`src/hw/rtl/stag_pkg.sv`:
```
// Shared types, codes and shape/size decode for the sprite texel address generator.
`default_nettype none

package stag_pkg;

	// Configuration register indexes
	typedef enum logic [1:0] {
		CFG_MAP_1D         = 2'd0,
		CFG_BOUNDARY_SHIFT = 2'd1,
		CFG_ACTIVE_WIDTH   = 2'd2,
		CFG_ACTIVE_HEIGHT  = 2'd3
	} cfg_reg_t;

	// Object mode field of attribute zero
	typedef enum logic [1:0] {
		MODE_NORMAL  = 2'd0,
		MODE_BLEND   = 2'd1,
		MODE_WINDOW  = 2'd2,
		MODE_BITMAP  = 2'd3
	} obj_mode_t;

	// Shape field of attribute zero
	typedef enum logic [1:0] {
		SHAPE_SQUARE     = 2'd0,
		SHAPE_WIDE       = 2'd1,
		SHAPE_TALL       = 2'd2,
		SHAPE_PROHIBITED = 2'd3
	} obj_shape_t;

	localparam int CfgDataWidth = 11;
	localparam logic [10:0] ActiveWidthReset  = 11'd256;
	localparam logic [9:0]  ActiveHeightReset = 10'd192;

	// Sprite dimensions as log2(size / 8): 0 = 8 px .. 3 = 64 px
	typedef struct packed {
		logic [1:0] lw;
		logic [1:0] lh;
	} obj_dim_t;

	function automatic obj_dim_t obj_dims(input obj_shape_t shape, input logic [1:0] size);
		obj_dim_t d;
		d.lw = size;
		d.lh = size;
		case (shape)
			SHAPE_SQUARE: begin
				d.lw = size;
				d.lh = size;
			end
			SHAPE_WIDE: begin
				case (size)
					2'd0:    begin d.lw = 2'd1; d.lh = 2'd0; end
					2'd1:    begin d.lw = 2'd2; d.lh = 2'd0; end
					2'd2:    begin d.lw = 2'd2; d.lh = 2'd1; end
					default: begin d.lw = 2'd3; d.lh = 2'd2; end
				endcase
			end
			SHAPE_TALL: begin
				case (size)
					2'd0:    begin d.lw = 2'd0; d.lh = 2'd1; end
					2'd1:    begin d.lw = 2'd0; d.lh = 2'd2; end
					2'd2:    begin d.lw = 2'd1; d.lh = 2'd2; end
					default: begin d.lw = 2'd2; d.lh = 2'd3; end
				endcase
			end
			default: begin
				d.lw = 2'd0;
				d.lh = 2'd0;
			end
		endcase
		return d;
	endfunction

endpackage

`default_nettype wire

```
`src/hw/rtl/stag_in_if.sv`:
```
// Input channel: one sprite pixel request per transaction.
`default_nettype none

interface stag_in_if;
	logic               valid;
	logic               ready;
	logic        [15:0] attr_zero;
	logic        [15:0] attr_one;
	logic        [15:0] attr_two;
	logic signed [15:0] mat_a;
	logic signed [15:0] mat_b;
	logic signed [15:0] mat_c;
	logic signed [15:0] mat_d;
	logic        [6:0]  box_x;
	logic        [6:0]  box_y;

	modport source (
		output valid, attr_zero, attr_one, attr_two, mat_a, mat_b, mat_c, mat_d, box_x, box_y,
		input  ready
	);
	modport sink (
		input  valid, attr_zero, attr_one, attr_two, mat_a, mat_b, mat_c, mat_d, box_x, box_y,
		output ready
	);
endinterface

`default_nettype wire

```
`src/hw/rtl/stag_out_if.sv`:
```
// Output channel: one texel address result per transaction.
`default_nettype none

interface stag_out_if;
	logic        valid;
	logic        ready;
	logic        draw_pixel;
	logic [9:0]  screen_x;
	logic [9:0]  screen_y;
	logic [18:0] cell_offset;
	logic        high_nibble;
	logic [3:0]  palette_bank;
	logic        color_256;

	modport source (
		output valid, draw_pixel, screen_x, screen_y, cell_offset, high_nibble, palette_bank,
		       color_256,
		input  ready
	);
	modport sink (
		input  valid, draw_pixel, screen_x, screen_y, cell_offset, high_nibble, palette_bank,
		       color_256,
		output ready
	);
endinterface

`default_nettype wire

```
`src/hw/rtl/sprite_texel_address_generator.sv`:
```
// Top level: four-stage sprite texel address pipeline with its configuration registers.
// Throughput: one pixel per cycle while the output is not stalled.
// Each stage holds one pixel; a stage loads whenever it is empty or the next one moves, so
// bubbles are squeezed out and a stalled output holds without loss or repeat.
// Reset (arst_n low): all stage valids clear, config returns to 2D map, boundary 0, 256x192.
// Data registers are not reset.
`default_nettype none

module sprite_texel_address_generator
	import stag_pkg::*;
(
	input  wire logic                    clk,
	input  wire logic                    arst_n,
	input  wire logic                    cfg_we,
	input  wire logic [1:0]              cfg_index,
	input  wire logic [CfgDataWidth-1:0] cfg_data,
	stag_in_if.sink                      pix_in,
	stag_out_if.source                   pix_out
);

	// ------------------------------------------------------------------
	// Configuration registers
	// ------------------------------------------------------------------
	logic        map_1d_q;
	logic [1:0]  boundary_shift_q;
	logic [10:0] active_width_q;
	logic [9:0]  active_height_q;

	always_ff @(posedge clk or negedge arst_n) begin
		if (!arst_n) begin
			map_1d_q         <= 1'b0;
			boundary_shift_q <= 2'd0;
			active_width_q   <= ActiveWidthReset;
			active_height_q  <= ActiveHeightReset;
		end else if (cfg_we) begin
			case (cfg_reg_t'(cfg_index))
				CFG_MAP_1D:         map_1d_q         <= cfg_data[0];
				CFG_BOUNDARY_SHIFT: boundary_shift_q <= cfg_data[1:0];
				CFG_ACTIVE_WIDTH:   active_width_q   <= cfg_data[10:0];
				CFG_ACTIVE_HEIGHT:  active_height_q  <= cfg_data[9:0];
				default:            ;
			endcase
		end
	end

	// ------------------------------------------------------------------
	// Stage advance: a stage loads when empty or when its successor loads.
	// ------------------------------------------------------------------
	logic valid_s1, valid_s2, valid_s3, valid_s4;
	logic en1, en2, en3, en4;

	assign en4 = !valid_s4 || pix_out.ready;
	assign en3 = !valid_s3 || en4;
	assign en2 = !valid_s2 || en3;
	assign en1 = !valid_s1 || en2;
	assign pix_in.ready = en1;

	always_ff @(posedge clk or negedge arst_n) begin
		if (!arst_n) begin
			valid_s1 <= 1'b0;
			valid_s2 <= 1'b0;
			valid_s3 <= 1'b0;
			valid_s4 <= 1'b0;
		end else begin
			if (en1) valid_s1 <= pix_in.valid;
			if (en2) valid_s2 <= valid_s1;
			if (en3) valid_s3 <= valid_s2;
			if (en4) valid_s4 <= valid_s3;
		end
	end

	// ------------------------------------------------------------------
	// Stage 1: attribute decode, box check, X/Y wrap, screen position,
	// position relative to the box centre.
	// ------------------------------------------------------------------
	logic       in_affine, in_double, in_c256, in_disabled, in_bad_mode, in_bad_shape;
	obj_dim_t   in_dim;
	logic [6:0] in_w;
	logic [7:0] in_bw, in_bh;
	logic [6:0] in_half_bw, in_half_bh;
	logic       in_outside_box;
	logic [7:0] in_y8;
	logic       in_ywrap;
	logic signed [9:0]  in_x, in_y;
	logic signed [10:0] in_px, in_py;
	logic signed [7:0]  in_cx, in_cy;

	assign in_affine    = pix_in.attr_zero[8];
	assign in_double    = pix_in.attr_zero[9] && in_affine;
	assign in_c256      = pix_in.attr_zero[13];
	assign in_disabled  = pix_in.attr_zero[9] && !in_affine;
	assign in_bad_mode  = (obj_mode_t'(pix_in.attr_zero[11:10]) == MODE_WINDOW) ||
	                      (obj_mode_t'(pix_in.attr_zero[11:10]) == MODE_BITMAP);
	assign in_bad_shape = obj_shape_t'(pix_in.attr_zero[15:14]) == SHAPE_PROHIBITED;
	assign in_dim       = obj_dims(obj_shape_t'(pix_in.attr_zero[15:14]), pix_in.attr_one[15:14]);

	assign in_w       = 7'd8 << in_dim.lw;
	assign in_bw      = {1'b0, in_w} << in_double;
	assign in_bh      = {1'b0, 7'd8 << in_dim.lh} << in_double;
	assign in_half_bw = in_bw[7:1];
	assign in_half_bh = in_bh[7:1];
	assign in_outside_box = ({1'b0, pix_in.box_x} >= in_bw) || ({1'b0, pix_in.box_y} >= in_bh);

	// X of 256 or more means X - 512: the 9-bit field read as signed
	assign in_x = $signed({pix_in.attr_one[8], pix_in.attr_one[8:0]});
	// Y of 192 or more wraps when the box would otherwise run past the bottom of the 256-line range
	assign in_y8    = pix_in.attr_zero[7:0];
	assign in_ywrap = (in_y8 >= 8'd192) && (({1'b0, in_y8} + {1'b0, in_bh}) >= 9'd256);
	assign in_y     = in_ywrap ? $signed({2'b11, in_y8}) : $signed({2'b00, in_y8});

	assign in_px = $signed({in_x[9], in_x}) + $signed({4'b0000, pix_in.box_x});
	assign in_py = $signed({in_y[9], in_y}) + $signed({4'b0000, pix_in.box_y});
	assign in_cx = $signed({1'b0, pix_in.box_x}) - $signed({1'b0, in_half_bw});
	assign in_cy = $signed({1'b0, pix_in.box_y}) - $signed({1'b0, in_half_bh});

	logic        draw_s1, affine_s1, c256_s1, hflip_s1, vflip_s1;
	logic [1:0]  lw_s1, lh_s1;
	logic signed [10:0] px_s1, py_s1;
	logic signed [7:0]  cx_s1, cy_s1;
	logic [5:0]  sx_s1, sy_s1;
	logic signed [15:0] mat_a_s1, mat_b_s1, mat_c_s1, mat_d_s1;
	logic [9:0]  tile_s1;
	logic [3:0]  pal_s1;

	always_ff @(posedge clk) begin
		if (en1) begin
			draw_s1   <= !(in_disabled || in_bad_mode || in_bad_shape || in_outside_box);
			affine_s1 <= in_affine;
			c256_s1   <= in_c256;
			hflip_s1  <= pix_in.attr_one[12];
			vflip_s1  <= pix_in.attr_one[13];
			lw_s1     <= in_dim.lw;
			lh_s1     <= in_dim.lh;
			px_s1     <= in_px;
			py_s1     <= in_py;
			cx_s1     <= in_cx;
			cy_s1     <= in_cy;
			sx_s1     <= pix_in.box_x[5:0];
			sy_s1     <= pix_in.box_y[5:0];
			mat_a_s1  <= pix_in.mat_a;
			mat_b_s1  <= pix_in.mat_b;
			mat_c_s1  <= pix_in.mat_c;
			mat_d_s1  <= pix_in.mat_d;
			tile_s1   <= pix_in.attr_two[9:0];
			pal_s1    <= pix_in.attr_two[15:12];
		end
	end

	// ------------------------------------------------------------------
	// Stage 2: affine partial products, screen clipping.
	// ------------------------------------------------------------------
	logic on_screen_s1;
	assign on_screen_s1 = !px_s1[10] && !py_s1[10] &&
	                      ({1'b0, px_s1[9:0]} < active_width_q) &&
	                      (py_s1[9:0] < active_height_q);

	logic        draw_s2, affine_s2, c256_s2, hflip_s2, vflip_s2;
	logic [1:0]  lw_s2, lh_s2;
	logic [9:0]  px_s2, py_s2;
	logic [5:0]  sx_s2, sy_s2;
	logic signed [23:0] prod_a_s2, prod_b_s2, prod_c_s2, prod_d_s2;
	logic [9:0]  tile_s2;
	logic [3:0]  pal_s2;

	always_ff @(posedge clk) begin
		if (en2) begin
			draw_s2   <= draw_s1 && on_screen_s1;
			affine_s2 <= affine_s1;
			c256_s2   <= c256_s1;
			hflip_s2  <= hflip_s1;
			vflip_s2  <= vflip_s1;
			lw_s2     <= lw_s1;
			lh_s2     <= lh_s1;
			px_s2     <= px_s1[9:0];
			py_s2     <= py_s1[9:0];
			sx_s2     <= sx_s1;
			sy_s2     <= sy_s1;
			prod_a_s2 <= mat_a_s1 * cx_s1;
			prod_b_s2 <= mat_b_s1 * cy_s1;
			prod_c_s2 <= mat_c_s1 * cx_s1;
			prod_d_s2 <= mat_d_s1 * cy_s1;
			tile_s2   <= tile_s1;
			pal_s2    <= pal_s1;
		end
	end

	// ------------------------------------------------------------------
	// Stage 3: matrix sums, floor shift, recentre and clip; flips for
	// plain sprites.
	// ------------------------------------------------------------------
	logic [6:0] w_s2, h_s2;
	logic signed [24:0] sum_x_s2, sum_y_s2;
	logic signed [17:0] aff_tx_s2, aff_ty_s2;
	logic       clip_s2;
	logic [5:0] tx_s2, ty_s2;

	assign w_s2 = 7'd8 << lw_s2;
	assign h_s2 = 7'd8 << lh_s2;
	assign sum_x_s2 = 25'(prod_a_s2) + 25'(prod_b_s2);
	assign sum_y_s2 = 25'(prod_c_s2) + 25'(prod_d_s2);
	// arithmetic shift gives floor rounding
	assign aff_tx_s2 = 18'(sum_x_s2 >>> 8) + $signed({12'd0, w_s2[6:1]});
	assign aff_ty_s2 = 18'(sum_y_s2 >>> 8) + $signed({12'd0, h_s2[6:1]});
	assign clip_s2 = aff_tx_s2[17] || (aff_tx_s2[16:0] >= {10'd0, w_s2}) ||
	                 aff_ty_s2[17] || (aff_ty_s2[16:0] >= {10'd0, h_s2});

	always_comb begin
		if (affine_s2) begin
			tx_s2 = aff_tx_s2[5:0];
			ty_s2 = aff_ty_s2[5:0];
		end else begin
			tx_s2 = hflip_s2 ? 6'(w_s2 - 7'd1 - {1'b0, sx_s2}) : sx_s2;
			ty_s2 = vflip_s2 ? 6'(h_s2 - 7'd1 - {1'b0, sy_s2}) : sy_s2;
		end
	end

	logic        draw_s3, c256_s3;
	logic [1:0]  lw_s3;
	logic [9:0]  px_s3, py_s3;
	logic [5:0]  tx_s3, ty_s3;
	logic [9:0]  tile_s3;
	logic [3:0]  pal_s3;

	always_ff @(posedge clk) begin
		if (en3) begin
			draw_s3 <= draw_s2 && !(affine_s2 && clip_s2);
			c256_s3 <= c256_s2;
			lw_s3   <= lw_s2;
			px_s3   <= px_s2;
			py_s3   <= py_s2;
			tx_s3   <= tx_s2;
			ty_s3   <= ty_s2;
			tile_s3 <= tile_s2;
			pal_s3  <= pal_s2;
		end
	end

	// ------------------------------------------------------------------
	// Stage 4 (output register): tile slot, byte offset, nibble select.
	// Every field is zero for a pixel that is not drawn.
	// ------------------------------------------------------------------
	logic [2:0]  tcol_s3, trow_s3, fx_s3, fy_s3;
	logic [6:0]  slot_1d_s3;
	logic [7:0]  slot_2d_s3, slot_s3;
	logic [18:0] tile_base_s3;
	logic [5:0]  byte_s3;
	logic [18:0] offset_s3;

	assign tcol_s3 = tx_s3[5:3];
	assign trow_s3 = ty_s3[5:3];
	assign fx_s3   = tx_s3[2:0];
	assign fy_s3   = ty_s3[2:0];

	// 1D: rows are w/8 tiles long, 256-colour tiles take two slots
	assign slot_1d_s3 = 7'(({3'd0, trow_s3} << lw_s3) + {3'd0, tcol_s3}) << c256_s3;
	// 2D: rows are 32 slots wide
	assign slot_2d_s3 = {trow_s3, 5'd0} + ({4'd0, tcol_s3} << c256_s3);
	assign slot_s3    = map_1d_q ? {1'b0, slot_1d_s3} : slot_2d_s3;

	assign tile_base_s3 = {4'd0, tile_s3, 5'd0} << boundary_shift_q;
	assign byte_s3      = c256_s3 ? {fy_s3, fx_s3} : {1'b0, fy_s3, fx_s3[2:1]};
	assign offset_s3    = tile_base_s3 + {6'd0, slot_s3, 5'd0} + {13'd0, byte_s3};

	logic        draw_s4, high_nibble_s4, c256_s4;
	logic [9:0]  px_s4, py_s4;
	logic [18:0] offset_s4;
	logic [3:0]  pal_s4;

	always_ff @(posedge clk) begin
		if (en4) begin
			draw_s4        <= draw_s3;
			px_s4          <= draw_s3 ? px_s3 : 10'd0;
			py_s4          <= draw_s3 ? py_s3 : 10'd0;
			offset_s4      <= draw_s3 ? offset_s3 : 19'd0;
			high_nibble_s4 <= draw_s3 && !c256_s3 && fx_s3[0];
			pal_s4         <= draw_s3 ? pal_s3 : 4'd0;
			c256_s4        <= draw_s3 && c256_s3;
		end
	end

	assign pix_out.valid        = valid_s4;
	assign pix_out.draw_pixel   = draw_s4;
	assign pix_out.screen_x     = px_s4;
	assign pix_out.screen_y     = py_s4;
	assign pix_out.cell_offset  = offset_s4;
	assign pix_out.high_nibble  = high_nibble_s4;
	assign pix_out.palette_bank = pal_s4;
	assign pix_out.color_256    = c256_s4;

endmodule

`default_nettype wire
```
`src/flat_wrapper.sv`:
```
// flat-port wrapper written by rule: the top's interface ports become plain ports
module sprite_texel_address_generator_flat import stag_pkg::*;
  (clk, arst_n, cfg_we, cfg_index, cfg_data, pix_in_valid, pix_in_attr_zero, pix_in_attr_one, pix_in_attr_two, pix_in_mat_a, pix_in_mat_b, pix_in_mat_c, pix_in_mat_d, pix_in_box_x, pix_in_box_y, pix_in_ready, pix_out_valid, pix_out_draw_pixel, pix_out_screen_x, pix_out_screen_y, pix_out_cell_offset, pix_out_high_nibble, pix_out_palette_bank, pix_out_color_256, pix_out_ready);
  stag_in_if pix_in_i ();
  stag_out_if pix_out_i ();
  input  wire logic clk;
  input  wire logic arst_n;
  input  wire logic cfg_we;
  input  wire logic [1:0] cfg_index;
  input  wire logic [CfgDataWidth-1:0] cfg_data;
  input wire logic [$bits(pix_in_i.valid)-1:0] pix_in_valid;
  input wire logic [$bits(pix_in_i.attr_zero)-1:0] pix_in_attr_zero;
  input wire logic [$bits(pix_in_i.attr_one)-1:0] pix_in_attr_one;
  input wire logic [$bits(pix_in_i.attr_two)-1:0] pix_in_attr_two;
  input wire logic [$bits(pix_in_i.mat_a)-1:0] pix_in_mat_a;
  input wire logic [$bits(pix_in_i.mat_b)-1:0] pix_in_mat_b;
  input wire logic [$bits(pix_in_i.mat_c)-1:0] pix_in_mat_c;
  input wire logic [$bits(pix_in_i.mat_d)-1:0] pix_in_mat_d;
  input wire logic [$bits(pix_in_i.box_x)-1:0] pix_in_box_x;
  input wire logic [$bits(pix_in_i.box_y)-1:0] pix_in_box_y;
  output wire logic [$bits(pix_in_i.ready)-1:0] pix_in_ready;
  output wire logic [$bits(pix_out_i.valid)-1:0] pix_out_valid;
  output wire logic [$bits(pix_out_i.draw_pixel)-1:0] pix_out_draw_pixel;
  output wire logic [$bits(pix_out_i.screen_x)-1:0] pix_out_screen_x;
  output wire logic [$bits(pix_out_i.screen_y)-1:0] pix_out_screen_y;
  output wire logic [$bits(pix_out_i.cell_offset)-1:0] pix_out_cell_offset;
  output wire logic [$bits(pix_out_i.high_nibble)-1:0] pix_out_high_nibble;
  output wire logic [$bits(pix_out_i.palette_bank)-1:0] pix_out_palette_bank;
  output wire logic [$bits(pix_out_i.color_256)-1:0] pix_out_color_256;
  input wire logic [$bits(pix_out_i.ready)-1:0] pix_out_ready;
  assign pix_in_i.valid = pix_in_valid;
  assign pix_in_i.attr_zero = pix_in_attr_zero;
  assign pix_in_i.attr_one = pix_in_attr_one;
  assign pix_in_i.attr_two = pix_in_attr_two;
  assign pix_in_i.mat_a = pix_in_mat_a;
  assign pix_in_i.mat_b = pix_in_mat_b;
  assign pix_in_i.mat_c = pix_in_mat_c;
  assign pix_in_i.mat_d = pix_in_mat_d;
  assign pix_in_i.box_x = pix_in_box_x;
  assign pix_in_i.box_y = pix_in_box_y;
  assign pix_in_ready = pix_in_i.ready;
  assign pix_out_valid = pix_out_i.valid;
  assign pix_out_draw_pixel = pix_out_i.draw_pixel;
  assign pix_out_screen_x = pix_out_i.screen_x;
  assign pix_out_screen_y = pix_out_i.screen_y;
  assign pix_out_cell_offset = pix_out_i.cell_offset;
  assign pix_out_high_nibble = pix_out_i.high_nibble;
  assign pix_out_palette_bank = pix_out_i.palette_bank;
  assign pix_out_color_256 = pix_out_i.color_256;
  assign pix_out_i.ready = pix_out_ready;
  sprite_texel_address_generator u_core (.clk(clk), .arst_n(arst_n), .cfg_we(cfg_we), .cfg_index(cfg_index), .cfg_data(cfg_data), .pix_in(pix_in_i), .pix_out(pix_out_i));
endmodule
```
`config.mk`:
```
export PLATFORM = sky130hd
export DESIGN_NAME = sprite_texel_address_generator_flat
export DESIGN_NICKNAME = d
export VERILOG_FILES = /design/src/hw/rtl/stag_pkg.sv /design/src/hw/rtl/stag_in_if.sv /design/src/hw/rtl/stag_out_if.sv /design/src/hw/rtl/sprite_texel_address_generator.sv /design/src/flat_wrapper.sv
export SDC_FILE = /design/constraint.sdc
export NUM_CORES = 2
export LEC_CHECK = 0
export ABC_AREA = 1
export BUFFER_PORTS_ARGS = -buffer_cell sky130_fd_sc_hd__buf_2
export CORE_MARGIN = 2
export CORE_UTILIZATION = 35
export CTS_BUF_LIST = sky130_fd_sc_hd__clkbuf_4 sky130_fd_sc_hd__clkbuf_8
export DETAILED_ROUTE_END_ITERATION = 6
export PLACE_DENSITY = 0.61
export SYNTH_ARGS = -nofsm -noshare
export SYNTH_HDL_FRONTEND = slang
export SYNTH_SLANG_ARGS = --single-unit
```
`constraint.sdc`:
```
create_clock -name clk -period 19.1 [get_ports clk]
set_input_delay 0.955 -clock clk [delete_from_list [all_inputs] [get_ports clk]]
set_output_delay 0.955 -clock clk [all_outputs]
set_load 0.02 [all_outputs]
```
==> metrics.md <==
| Metric | Value |
|---|---|
| Setup-failing EPs final | 0 |
| ANT nets after route | 0 |
| Max clock buf depth | 3 |
| Yosys top cell area share | 29.59% |
| Max-cap violations | 0 |
| Pin count of the biggest net entering global routing | 89 |
| Mapped cell area | between 30000 and 40000 sq um |
| CTS buffer count | 77 |
| Slew Limit Fails | 0 |
| Initial Utilization | 35.33% |
| Setup TNS | 0 ns |
| Tcrit/Tclk final | 28.64% |
| Slew headroom | 35.82% |
| H-tree levels | 3 |
| Vias/cell | around 4.6 |
| Critical path type | flop to flop |
| Residual DRC count | 0 |
| Final hold vios | 0 |
| Final net count | 5352 |
| Post-synth cell types | 52 |
| Ports | approximately 190 |
| CP arrival | 5.90 ns |
| Top-count cell post-synth | inv_1 |
| Layout cell share with drive strength beyond 1 | 9.768% |
| # hold bufs at CTS | 0 |
| Worst-margin pin slew | 0.9613 ns |
| Post-DP HPWL | roughly 70000 microns |
| Number of global-route vias before repair | 28410 |
| Slowest Stage Delay on Critical Path | 0.56 ns |
| Mapped Nets | 5199 |
| Synth Register Bits | 407 |
| Core area | ~110000 sq um |
| Worst path most repeated cell | nand2_1 |
| Yosys warns | 0 |
| Root Driver | clkbuf_8 |
| Area Growth Syn to Fin | 10.37% |
| CTS tree | built |
| Hold Worst Slack | 0.3068 ns |
| WP data required | 19.53 ns |
| Yosys top cell by area | edfxtp_1 |
| Worst setup SP type | flop |
| End-of-flow core utilization | 38.99% |
| Run status | finished, final reports clean |
| Postcts setup bufs | 0 |
| Total track usage | 16.10% |
| Drt total wl | 88020 microns |
| First-pass GRT wire length | around 140000 microns |
| WL per Instance | about 15 microns |
| Clock Latency Late Sink | 0.68 ns |
| Placed cells | 5805 |
| Top post-synthesis cells by count | inv_1, nand2_1, fa_1, edfxtp_1, ha_1 |
| Antenna violations before repair | 10 |
| GR Overflow Total | 0 |
| Clk slew on worst S/H paths | 0.06 ns |
| Worst path top cell family by delay | adder cells |
| CTS sink cnt | a little over 400 |
| Buffers on Ports | 184 |
| Chip Height | 335.5 microns |
| WP buf/inv | 5 |
| Share of async-settable or async-resettable flops after synthesis | 6.880% |
| Mapped Cells | 4317 |
| Fin cells | a little under 6000 |
| Post-cts resize count | 0 |
| Post-synthesis sequential area ratio | 31.42% |
| EDFF count, synth | 379 |
| Final RePlAce weighted congestion | 0.8960 |
| # rows | 121 |
| Via count | 27120 |
| DR pass1 iterations | 5 |
| Die area | 112500 sq um |
| Worst setup EP type | flop |
| CP max stage cell | fa_1 |
| Top cells by area, synth | edfxtp_1, fa_1, inv_1 |
| 1st-iter DRT viols | ~1300 |
| Fmax | 182.8 MHz |
| RSZ-0062 raised after global routing | false |
| Final worst path period need | ~5.5 ns |
| Predominant post-synthesis flop cell | edfxtp_1 |
| Worst Skew | 0.03830 ns |
| Die extent in x | 335.5 microns |
| Avg Cell Area, Syn | 8.909 sq um |
| Hold crit path type | input pin to async pin |
| CP max FO | 32 |
-- layout make-up --
type / instances / area [sq um]
timing repair buffer: 205 / 1079
clock inverter: 38 / 382.9
antenna: 2 / 5.005
fill: 10870 / 66410
inverter: 1105 / 4153
clock buffer: 96 / 1234
multi-input combinational: 2674 / 21740
tap: 1414 / 1769
sequential: 407 / 12090
-- cells by family (layout without fill, tap and decap cells) --
| family | Yosys count | in the layout | share of synthesized area (%) |
|---|---|---|---|
| multiplexers | 8 | 8 | 0.2082 |
| buffers and inverters | 1236 | 1444 | 12.07 |
| XOR/XNOR | 147 | 147 | 3.348 |
| AO/OA/AOI/OAI | 413 | 413 | 5.879 |
| other | 0 | 2 | 0 |
| adder cells (fa/ha/maj) | 738 | 738 | 32.23 |
| AND/OR/NAND/NOR | 1368 | 1368 | 14.84 |
| flip-flops | 407 | 407 | 31.42 |
-- per-stage QoR --
stage	setup WS, ns	cell area, sq um
after global placement	13.62	40820
final	13.63	42450
after floorplan	11.96	38460
after global routing	13.13	42440
after CTS	13.58	42440
after detailed placement	13.60	40820
-- worst paths after layout --
path	start	endpoint	slack [ns]	depth (start not counted)
max reg2reg	u_core.cx_s1[2]	u_core.prod_c_s2[22]	13.63	26
max	u_core.cx_s1[2]	u_core.prod_c_s2[22]	13.63	26
min in group clk	u_core.px_s2[1]	u_core.px_s3[1]	0.41	0
min reg2reg	u_core.px_s2[1]	u_core.px_s3[1]	0.41	0
min	arst_n	u_core.boundary_shift_q[1]	0.31	1
max in group asynchronous	arst_n	u_core.active_width_q[0]	18.36	1
-- routing by layer --
metal / GRT usage [%] / vias up / wire [microns]
met5: 0 / - / 13
met2: 29.62 / 474 / 45100
li1: - / 13490 / -
met3: 2.345 / 129 / 3414
met1: 19.57 / 13030 / 37580
met4: 4.064 / 2 / 1916
-- state kept, by name, summed over array words and instances (netlist names), 11 cells and up --
signal	flops
u_core.mat_d_s1	16
u_core.prod_b_s2	24
u_core.mat_b_s1	16
u_core.mat_a_s1	16
u_core.prod_d_s2	24
u_core.prod_c_s2	24
u_core.pix_out.cell_offset	19
u_core.active_width_q	11
u_core.prod_a_s2	24
u_core.py_s1	11
u_core.mat_c_s1	16
-- worst reg2reg max path, cell delays in order, from the launching register on --
cell and delay (ns):
edfxtp_1 0.33, buf_4 0.38, nand2_1 0.20, fa_1 0.53, fa_1 0.56, inv_1 0.05
fa_1 0.47, inv_1 0.06, fa_1 0.48, inv_1 0.04, ha_1 0.32, nand2_1 0.08
nor2_1 0.04, a211oi_1 0.29, o21ai_0 0.20, nand2_1 0.12, nor2_1 0.04, nor2_1 0.15
o21ai_0 0.16, nand2_1 0.11, nor2_1 0.05, nor2_1 0.14, o21bai_1 0.09, a21oi_1 0.16
inv_1 0.06, nand2_1 0.05, nand2_1 0.06
-- cells in the final DEF, fill, tap and decap left out, types with 22 or more instances in the layout --
master    instances
a21oi_1         175
buf_2           184
o21ai_0         150
nor3_1           22
nand2_1         953
or2_2            59
ha_1            317
fa_1            421
xor2_1           88
clkbuf_8         82
edfxtp_1        379
nor2_1          153
dfrtp_1          25
inv_1          1099
xnor2_1          59
nand3_1         102
Power is not shown: default switching activity piles up to over one toggle a cycle in this logic, so the estimate is an artifact.
